==> src/hw/rtl/srb_pkg.sv <==
package srb_pkg;

   localparam int DEPTH       = 16;
   localparam int MAX_PAYLOAD = 1024;
   localparam int SEQ_BITS    = 32;
   localparam int LEN_W       = 11;
   localparam int HANDLE_W    = 4;
   localparam int CNT_W       = $clog2(DEPTH + 1);
   localparam int STATUS_W    = 2;

   // request tdata layout, lowest bit first: seq, length, payload_handle
   localparam int REQ_DATA_W  = 48;
   localparam int REQ_SEQ_LO  = 0;
   localparam int REQ_LEN_LO  = REQ_SEQ_LO + SEQ_BITS;
   localparam int REQ_HDL_LO  = REQ_LEN_LO + LEN_W;

   // response tdata layout, lowest bit first:
   // status, head_valid, head_seq, head_len, head_handle, count
   localparam int RSP_DATA_W  = 56;
   localparam int RSP_ST_LO   = 0;
   localparam int RSP_HV_LO   = RSP_ST_LO + STATUS_W;
   localparam int RSP_SEQ_LO  = RSP_HV_LO + 1;
   localparam int RSP_LEN_LO  = RSP_SEQ_LO + SEQ_BITS;
   localparam int RSP_HDL_LO  = RSP_LEN_LO + LEN_W;
   localparam int RSP_CNT_LO  = RSP_HDL_LO + HANDLE_W;
   localparam int RSP_USED_W  = RSP_CNT_LO + CNT_W;

   localparam logic MODE_INSERT = 1'b0;
   localparam logic MODE_POP    = 1'b1;

   typedef enum logic [STATUS_W-1:0] {
      ST_DONE  = 2'd0,
      ST_DUP   = 2'd1,
      ST_FULL  = 2'd2,
      ST_EMPTY = 2'd3
   } status_type;

   typedef struct packed {
      logic latch;
      logic compare;
      logic update;
      logic send;
   } cmd_type;

   typedef struct packed {
      logic out_busy;
   } stat_type;

endpackage

==> src/hw/rtl/srb_ctrl.sv <==
module srb_ctrl
   import srb_pkg::*;
(
   input  logic     clock,
   input  logic     reset,
   input  logic     req_tvalid,
   output logic     req_tready,
   input  stat_type stat,
   output cmd_type  cmd
);

   typedef enum logic [1:0] {
      S_IDLE,
      S_CMP,
      S_UPD,
      S_SEND
   } state_type;

   state_type state_ff, state_in;

   assign req_tready = (state_ff == S_IDLE);

   always_comb begin
      cmd         = '0;
      cmd.latch   = (state_ff == S_IDLE) && req_tvalid;
      cmd.compare = (state_ff == S_CMP);
      cmd.update  = (state_ff == S_UPD);
      cmd.send    = (state_ff == S_SEND) && !stat.out_busy;
   end

   always_comb begin
      state_in = state_ff;
      case (state_ff)
         S_IDLE: begin
            if (req_tvalid) state_in = S_CMP;
         end
         S_CMP:  state_in = S_UPD;
         S_UPD:  state_in = S_SEND;
         S_SEND: begin
            // hold until the output register can take the result
            if (!stat.out_busy) state_in = S_IDLE;
         end
         default: state_in = S_IDLE;
      endcase
   end

   always_ff @(posedge clock) begin
      if (reset) begin
         state_ff <= S_IDLE;
      end else begin
         state_ff <= state_in;
      end
   end

endmodule

==> src/hw/rtl/srb_datapath.sv <==
module srb_datapath
   import srb_pkg::*;
(
   input  logic                  clock,
   input  logic                  reset,
   input  logic                  req_mode,
   input  logic [SEQ_BITS-1:0]   req_seq,
   input  logic [LEN_W-1:0]      req_len,
   input  logic [HANDLE_W-1:0]   req_handle,
   input  cmd_type               cmd,
   output stat_type              stat,
   output logic                  rsp_valid,
   input  logic                  rsp_ready,
   output logic [STATUS_W-1:0]   rsp_status,
   output logic                  rsp_head_valid,
   output logic [SEQ_BITS-1:0]   rsp_head_seq,
   output logic [LEN_W-1:0]      rsp_head_len,
   output logic [HANDLE_W-1:0]   rsp_head_handle,
   output logic [CNT_W-1:0]      rsp_count
);

   localparam logic [LEN_W-1:0] LEN_MAX = LEN_W'(MAX_PAYLOAD);

   // item held for the duration of its work
   logic                  mode_ff;
   logic [SEQ_BITS-1:0]   seq_ff;
   logic [LEN_W-1:0]      len_ff;
   logic [HANDLE_W-1:0]   handle_ff;

   // sorted entries, lowest at position 0
   logic [SEQ_BITS-1:0]   entry_seq_ff    [DEPTH];
   logic [LEN_W-1:0]      entry_len_ff    [DEPTH];
   logic [HANDLE_W-1:0]   entry_handle_ff [DEPTH];
   logic [SEQ_BITS-1:0]   entry_seq_in    [DEPTH];
   logic [LEN_W-1:0]      entry_len_in    [DEPTH];
   logic [HANDLE_W-1:0]   entry_handle_in [DEPTH];
   logic [CNT_W-1:0]      count_ff, count_in;

   logic [DEPTH-1:0]      lt_ff, lt_in;
   logic [DEPTH-1:0]      eq_ff, eq_in;
   status_type            status_ff, status_in;
   logic                  do_write;

   logic                  out_valid_ff, out_valid_in;
   logic [STATUS_W-1:0]   out_status_ff;
   logic                  out_hv_ff;
   logic [SEQ_BITS-1:0]   out_seq_ff;
   logic [LEN_W-1:0]      out_len_ff;
   logic [HANDLE_W-1:0]   out_handle_ff;
   logic [CNT_W-1:0]      out_count_ff;

   // parallel compare against every held entry
   always_comb begin
      for (int i = 0; i < DEPTH; i++) begin
         lt_in[i] = (CNT_W'(i) < count_ff) && (entry_seq_ff[i] < seq_ff);
         eq_in[i] = (CNT_W'(i) < count_ff) && (entry_seq_ff[i] == seq_ff);
      end
   end

   always_comb begin
      status_in = ST_DONE;
      count_in  = count_ff;
      do_write  = 1'b0;
      if (mode_ff == MODE_INSERT) begin
         if (|eq_ff) begin
            status_in = ST_DUP;
         end else if (count_ff == CNT_W'(DEPTH)) begin
            status_in = ST_FULL;
         end else begin
            do_write = 1'b1;
            count_in = count_ff + 1'b1;
         end
      end else begin
         if (count_ff == '0) begin
            status_in = ST_EMPTY;
         end else begin
            do_write = 1'b1;
            count_in = count_ff - 1'b1;
         end
      end
   end

   // shift-insert or shift-down, one mux per entry
   always_comb begin
      for (int i = 0; i < DEPTH; i++) begin
         entry_seq_in[i]    = entry_seq_ff[i];
         entry_len_in[i]    = entry_len_ff[i];
         entry_handle_in[i] = entry_handle_ff[i];
      end
      if (mode_ff == MODE_INSERT) begin
         if (!lt_ff[0]) begin
            entry_seq_in[0]    = seq_ff;
            entry_len_in[0]    = len_ff;
            entry_handle_in[0] = handle_ff;
         end
         for (int i = 1; i < DEPTH; i++) begin
            if (!lt_ff[i]) begin
               if (lt_ff[i-1]) begin
                  entry_seq_in[i]    = seq_ff;
                  entry_len_in[i]    = len_ff;
                  entry_handle_in[i] = handle_ff;
               end else begin
                  entry_seq_in[i]    = entry_seq_ff[i-1];
                  entry_len_in[i]    = entry_len_ff[i-1];
                  entry_handle_in[i] = entry_handle_ff[i-1];
               end
            end
         end
      end else begin
         for (int i = 0; i < DEPTH - 1; i++) begin
            entry_seq_in[i]    = entry_seq_ff[i+1];
            entry_len_in[i]    = entry_len_ff[i+1];
            entry_handle_in[i] = entry_handle_ff[i+1];
         end
      end
   end

   assign stat.out_busy = out_valid_ff && !rsp_ready;

   always_comb begin
      out_valid_in = out_valid_ff;
      if (cmd.send) begin
         out_valid_in = 1'b1;
      end else if (rsp_ready) begin
         out_valid_in = 1'b0;
      end
   end

   always_ff @(posedge clock) begin
      if (reset) begin
         count_ff     <= '0;
         out_valid_ff <= 1'b0;
      end else begin
         out_valid_ff <= out_valid_in;
         if (cmd.update) count_ff <= count_in;
      end
   end

   always_ff @(posedge clock) begin
      if (cmd.latch) begin
         mode_ff   <= req_mode;
         seq_ff    <= req_seq;
         len_ff    <= (req_len > LEN_MAX) ? LEN_MAX : req_len;
         handle_ff <= req_handle;
      end
      if (cmd.compare) begin
         lt_ff <= lt_in;
         eq_ff <= eq_in;
      end
      if (cmd.update) begin
         status_ff <= status_in;
         if (do_write) begin
            for (int i = 0; i < DEPTH; i++) begin
               entry_seq_ff[i]    <= entry_seq_in[i];
               entry_len_ff[i]    <= entry_len_in[i];
               entry_handle_ff[i] <= entry_handle_in[i];
            end
         end
      end
      if (cmd.send) begin
         out_status_ff <= status_ff;
         out_count_ff  <= count_ff;
         out_hv_ff     <= (count_ff != '0);
         if (count_ff != '0) begin
            out_seq_ff    <= entry_seq_ff[0];
            out_len_ff    <= entry_len_ff[0];
            out_handle_ff <= entry_handle_ff[0];
         end else begin
            out_seq_ff    <= '0;
            out_len_ff    <= '0;
            out_handle_ff <= '0;
         end
      end
   end

   assign rsp_valid       = out_valid_ff;
   assign rsp_status      = out_status_ff;
   assign rsp_head_valid  = out_hv_ff;
   assign rsp_head_seq    = out_seq_ff;
   assign rsp_head_len    = out_len_ff;
   assign rsp_head_handle = out_handle_ff;
   assign rsp_count       = out_count_ff;

endmodule

==> src/hw/rtl/sorted_reorder_buffer.sv <==
// From request transfer to response valid an item passes compare, shift-insert and the
//   output register, and takes longer while the response side stalls.
// Items are taken one at a time; the compare-then-shift sequence runs once per item.
// The next request is taken while the previous response waits in its output register.
// Reset: synchronous, active high; empties the buffer and drops any pending response.
module sorted_reorder_buffer
   import srb_pkg::*;
(
   input  logic                  clock,
   input  logic                  reset,
   input  logic                  req_tvalid,
   output logic                  req_tready,
   input  logic [REQ_DATA_W-1:0] req_tdata,  // seq, length, payload_handle, zero pad
   input  logic                  req_tuser,  // mode
   output logic                  rsp_tvalid,
   input  logic                  rsp_tready,
   output logic [RSP_DATA_W-1:0] rsp_tdata   // status, head_valid, head_seq, head_len,
                                             // head_handle, count, zero pad
);

   cmd_type             cmd;
   stat_type            stat;
   logic [STATUS_W-1:0] status;
   logic                head_valid;
   logic [SEQ_BITS-1:0] head_seq;
   logic [LEN_W-1:0]    head_len;
   logic [HANDLE_W-1:0] head_handle;
   logic [CNT_W-1:0]    count;

   srb_ctrl u_ctrl (
      .clock      (clock),
      .reset      (reset),
      .req_tvalid (req_tvalid),
      .req_tready (req_tready),
      .stat       (stat),
      .cmd        (cmd)
   );

   srb_datapath u_datapath (
      .clock           (clock),
      .reset           (reset),
      .req_mode        (req_tuser),
      .req_seq         (req_tdata[REQ_SEQ_LO +: SEQ_BITS]),
      .req_len         (req_tdata[REQ_LEN_LO +: LEN_W]),
      .req_handle      (req_tdata[REQ_HDL_LO +: HANDLE_W]),
      .cmd             (cmd),
      .stat            (stat),
      .rsp_valid       (rsp_tvalid),
      .rsp_ready       (rsp_tready),
      .rsp_status      (status),
      .rsp_head_valid  (head_valid),
      .rsp_head_seq    (head_seq),
      .rsp_head_len    (head_len),
      .rsp_head_handle (head_handle),
      .rsp_count       (count)
   );

   assign rsp_tdata = {{(RSP_DATA_W - RSP_USED_W){1'b0}},
                       count, head_handle, head_len, head_seq, head_valid, status};

endmodule

==> config.mk <==
export PLATFORM = sky130hd
export DESIGN_NAME = sorted_reorder_buffer
export DESIGN_NICKNAME = d
export VERILOG_FILES = /design/src/hw/rtl/srb_pkg.sv /design/src/hw/rtl/srb_ctrl.sv /design/src/hw/rtl/srb_datapath.sv /design/src/hw/rtl/sorted_reorder_buffer.sv
export SDC_FILE = /design/constraint.sdc
export NUM_CORES = 2
export LEC_CHECK = 0
export BUFFER_PORTS_ARGS = -buffer_cell sky130_fd_sc_hd__buf_2
export CAP_MARGIN = 40
export CORE_UTILIZATION = 28
export DETAILED_ROUTE_END_ITERATION = 10
export GPL_TIMING_DRIVEN = 0
export PLACE_DENSITY_LB_ADDON = 0.2
export SYNTH_ARGS = -nofsm -noshare
export SYNTH_HDL_FRONTEND = slang
export SYNTH_SLANG_ARGS = --single-unit
==> constraint.sdc <==
create_clock -name clock -period 6.2 [get_ports clock]
set_input_delay 1.55 -clock clock [delete_from_list [all_inputs] [get_ports clock]]
set_output_delay 1.55 -clock clock [all_outputs]
set_load 0.01 [all_outputs]
==> run summary <==
status -> finished with violations
failing checks -> DRC
Hold Buf Count CTS -> 0
Sw Pwr -> 7080 uW
CTS resizes -> 0
RSZ-0062 raised after global routing -> false
layout cell share with drive strength beyond 1 -> 0.0921
Vias/cell -> 5.09
Reg clk slew, reported paths -> 0.06 ns
Pwr per Cell Area -> 324 nW/um^2
layout overhead on the synthesized area -> 17.2%
die area -> 193000 sq um
Post-DRT Antenna Nets -> 0
vias in the first global route -> 40900
Register-to-Register Path Depth -> 9
core area -> 190000 sq um
H-tree depth -> 3
clock share of power -> 0.315
critical path fanouts, max -> 17
total power draw -> 20300 uW
Post-synth ARST share -> 0
Multi-input gate area -> 25300 sq um
Period minus WS final -> 4.60 ns
Filler Cell Count -> 19300
Crit. Startpoint -> u_datapath.seq_ff[15]$_DFFE_PP_
Syn Inst Count -> 4816
Clock Latency Late Sink -> 0.76 ns
crit start category -> flip-flop
relative slew slack -> 0.197
worst setup path end -> u_datapath.lt_ff[15]$_DFFE_PN_
fin crit share -> 0.741
global route overflow -> 0
CP Data Required Time -> 6.71 ns
Pint -> 13200 uW
Worst Setup End Kind -> flip-flop
drt first pass iters -> 11
CP arrival -> 5.11 ns
part of the Yosys area used for sequential elements -> 0.502
synth unique cells -> 60
DRC -> 2
GPL Wtd Cong -> 0.847
ys flop type -> edfxtp_1
flops & latches, synth -> 897
DP Wirelength -> 146 mm
fmax -> 218 MHz
syn nets -> 5388
clock skew -> 0.0377 ns
fin cells -> 7743
drt first-iter violations -> 3032
total track usage -> 0.185
I/O Buffers -> 106
clock sink count -> 897
maximum number of pins on one net before global-route repair -> 41
die height -> 439 microns
worst slew pin tran -> 1.19 ns
FF-to-FF End -> u_datapath.lt_ff[15]$_DFFE_PN_
reg2reg start -> u_datapath.seq_ff[15]$_DFFE_PP_
Avg Inst Size Synth -> 11.1 sq um
Peak supply drop -> 267 uV
fin nets -> 5708
DP Cell Count -> 7533
Avg WL per Cell -> 23.5 microns
worst hold path type -> reg2reg
Post-CTS Setup Bufs -> 0
IO Pins -> 111
synthesized area -> 53500 sq um
Synth Warn # -> 0
initial antenna violation count -> 10
DP Worst Slack -> 1.52 ns
fin. max-slew vios -> 0
standard-cell rows -> 160
sw frac -> 0.348
post-route setup TNS -> 0 ns
crit path kind -> reg2reg
final wirelength -> 182 mm
Lkg Pwr -> 0.0240 uW
final hold viol count -> 0
vias -> 39400
CTS buffer count -> 109
Post-synth EDFFs -> 889
starting density of the core -> 0.282
Combinational Power Share -> 0.316
clock tree from TritonCTS -> done
Final Worst Setup Slack -> 1.60 ns
sequential group share of total power -> 0.368
Reg2Reg Setup Slack -> 1.60 ns
Chip Width -> 439 microns
Clock Tree Buf Depth -> 3
global-route wire length before repair -> 267 mm
Seq. cell area -> 26900 sq um
Max Cap Viol -> 0
final setup vio count -> 0
root buf cell -> clkbuf_16
how the worst min path moves through the flow:
stage	from	to	cells after the start
after floorplan	u_datapath.status_ff[0]$_DFFE_PP_	u_datapath.rsp_status[0]$_DFFE_PP_	0
after global placement	u_datapath.count_ff[4]$_SDFFE_PP0P_	u_datapath.rsp_count[4]$_DFFE_PP_	0
after detailed placement	u_datapath.count_ff[4]$_SDFFE_PP0P_	u_datapath.rsp_count[4]$_DFFE_PP_	0
after CTS	u_datapath.count_ff[4]$_SDFFE_PP0P_	u_datapath.rsp_count[4]$_DFFE_PP_	0
after global routing	u_datapath.count_ff[4]$_SDFFE_PP0P_	u_datapath.rsp_count[4]$_DFFE_PP_	0
final	u_datapath.count_ff[4]$_SDFFE_PP0P_	u_datapath.rsp_count[4]$_DFFE_PP_	0
metrics by stage:
step	hold slack, ns	instance area, sq um	util
2_1_floorplan	0.400	53500	-
3_3_place_gp	0.429	57200	0.301
3_5_place_dp	0.417	59200	0.312
4_1_cts	0.447	62700	0.330
5_1_grt	0.458	62700	0.330
6_report	0.443	62700	0.330
power groups by stage:
stage	clock [uW]	sequential, uW	combinational [uW]
finish	6410	7480	6420
global route	6800	7510	7070
CTS	6590	7500	6450
detailed placement	0	7630	6430
global placement	0	7660	5900
floorplan	0	7500	3970
synth_stat cells (all sizes together), types with 4 or more instances:
library cell	number	area share
buf	92	0.0077
a221oi	11	0.0018
dfxtp	8	0.0030
inv	65	0.0046
mux2i	660	0.12
and2	53	0.0062
clkbuf	219	0.015
nor2	46	0.0032
a221o	5	0.00094
nand4	82	0.0096
nand3	63	0.0059
nand2b	6	0.00070
and4	23	0.0038
edfxtp	889	0.50
a2111oi	10	0.0016
a22o	10	0.0016
a2111o	6	0.0013
mux2	63	0.013
a21boi	10	0.0014
or4	7	0.00098
a21oi	224	0.022
ha	519	0.12
a21o	43	0.0060
nor4	27	0.0034
a211oi	11	0.0016
nand2	814	0.057
nor2b	34	0.0040
a22oi	4	0.00056
nor3	13	0.0012
o21ai	742	0.069
o31ai	6	0.00084
o211ai	15	0.0021
kinds of logic after synthesis:
logic type,count (synthesis),share of synthesized area
mux,723,0.137
compound gates,1117,0.114
xor+xnor,1,0.000164
simple gates,1182,0.0980
flops,897,0.502
fa+ha+maj,519,0.121
buf+inv,376,0.0277
other cells,1,0.0000701
worst max-delay path: stages (launching register included):
cell and delay, ns:
edfxtp_1 0.56, clkbuf_1 0.62, inv_1 0.61, ha_1 0.50, nand4_1 0.16, nor4_1 0.58
a21bo_2 0.31, a41oi_1 0.59, a2111oi_1 0.19, buf_2 0.21
cell usage in the layout, fill, tap and decap left out, types with 11 or more instances in the layout:
master	synthesis	layout
mux2i_1	660	660
nor2b_1	34	33
and2_1	49	48
nand4_1	82	82
buf_12	0	18
nor3_1	13	11
buf_8	0	12
inv_1	65	65
a221oi_1	11	11
a21oi_4	0	15
a21oi_1	214	209
mux2_2	63	63
clkbuf_16	0	113
clkbuf_1	219	244
a21o_1	43	43
clkinv_2	0	16
nand2_1	814	814
nor2_1	46	46
buf_1	51	55
nand3_1	63	63
o21ai_0	742	742
clkinv_1	0	28
buf_6	2	19
ha_1	519	518
buf_16	0	40
nor4_1	26	26
buf_2	37	150
and4_1	23	23
o211ai_1	15	15
edfxtp_1	889	889
routing by layer:
| layer | vias up | share of wire | track usage | wire length, microns |
|---|---|---|---|---|
| li1 | 18700 | - | - | - |
| met1 | 19600 | 0.46 | 0.253 | 84000 |
| met2 | 823 | 0.47 | 0.306 | 85900 |
| met3 | 218 | 0.039 | 0.0220 | 7160 |
| met4 | 0 | 0.028 | 0.0534 | 5080 |
| met5 | - | 0 | 0 | 0 |
area by class of cell:
type	count	share of cell area
antenna	7	0.000279
buffer	311	0.0197
clock buffer	144	0.0477
clock inverter	56	0.00722
inverter	65	0.00389
multi-input combinational	3543	0.404
sequential	897	0.428
tap	2511	0.0501
timing repair buffer	209	0.0391
registers in the layout (all words and copies together), names as in the netlist:
name and flops:
u_datapath.rsp_head_handle 4, u_datapath.eq_ff 16, u_datapath.rsp_count 5, u_datapath.rsp_head_seq 32, u_datapath.rsp_valid 1, u_datapath.len_ff 11, u_datapath.entry_handle_ff 64, u_datapath.count_ff 5
u_datapath.rsp_status 2, u_datapath.handle_ff 4, u_ctrl.state_ff 2, u_datapath.rsp_head_len 11, u_datapath.status_ff 2, u_datapath.entry_len_ff 176, u_datapath.entry_seq_ff 512, u_datapath.seq_ff 32
u_datapath.rsp_head_valid 1, u_datapath.mode_ff 1, u_datapath.lt_ff 16
Note: power is estimated with default switching activity, not from simulation.
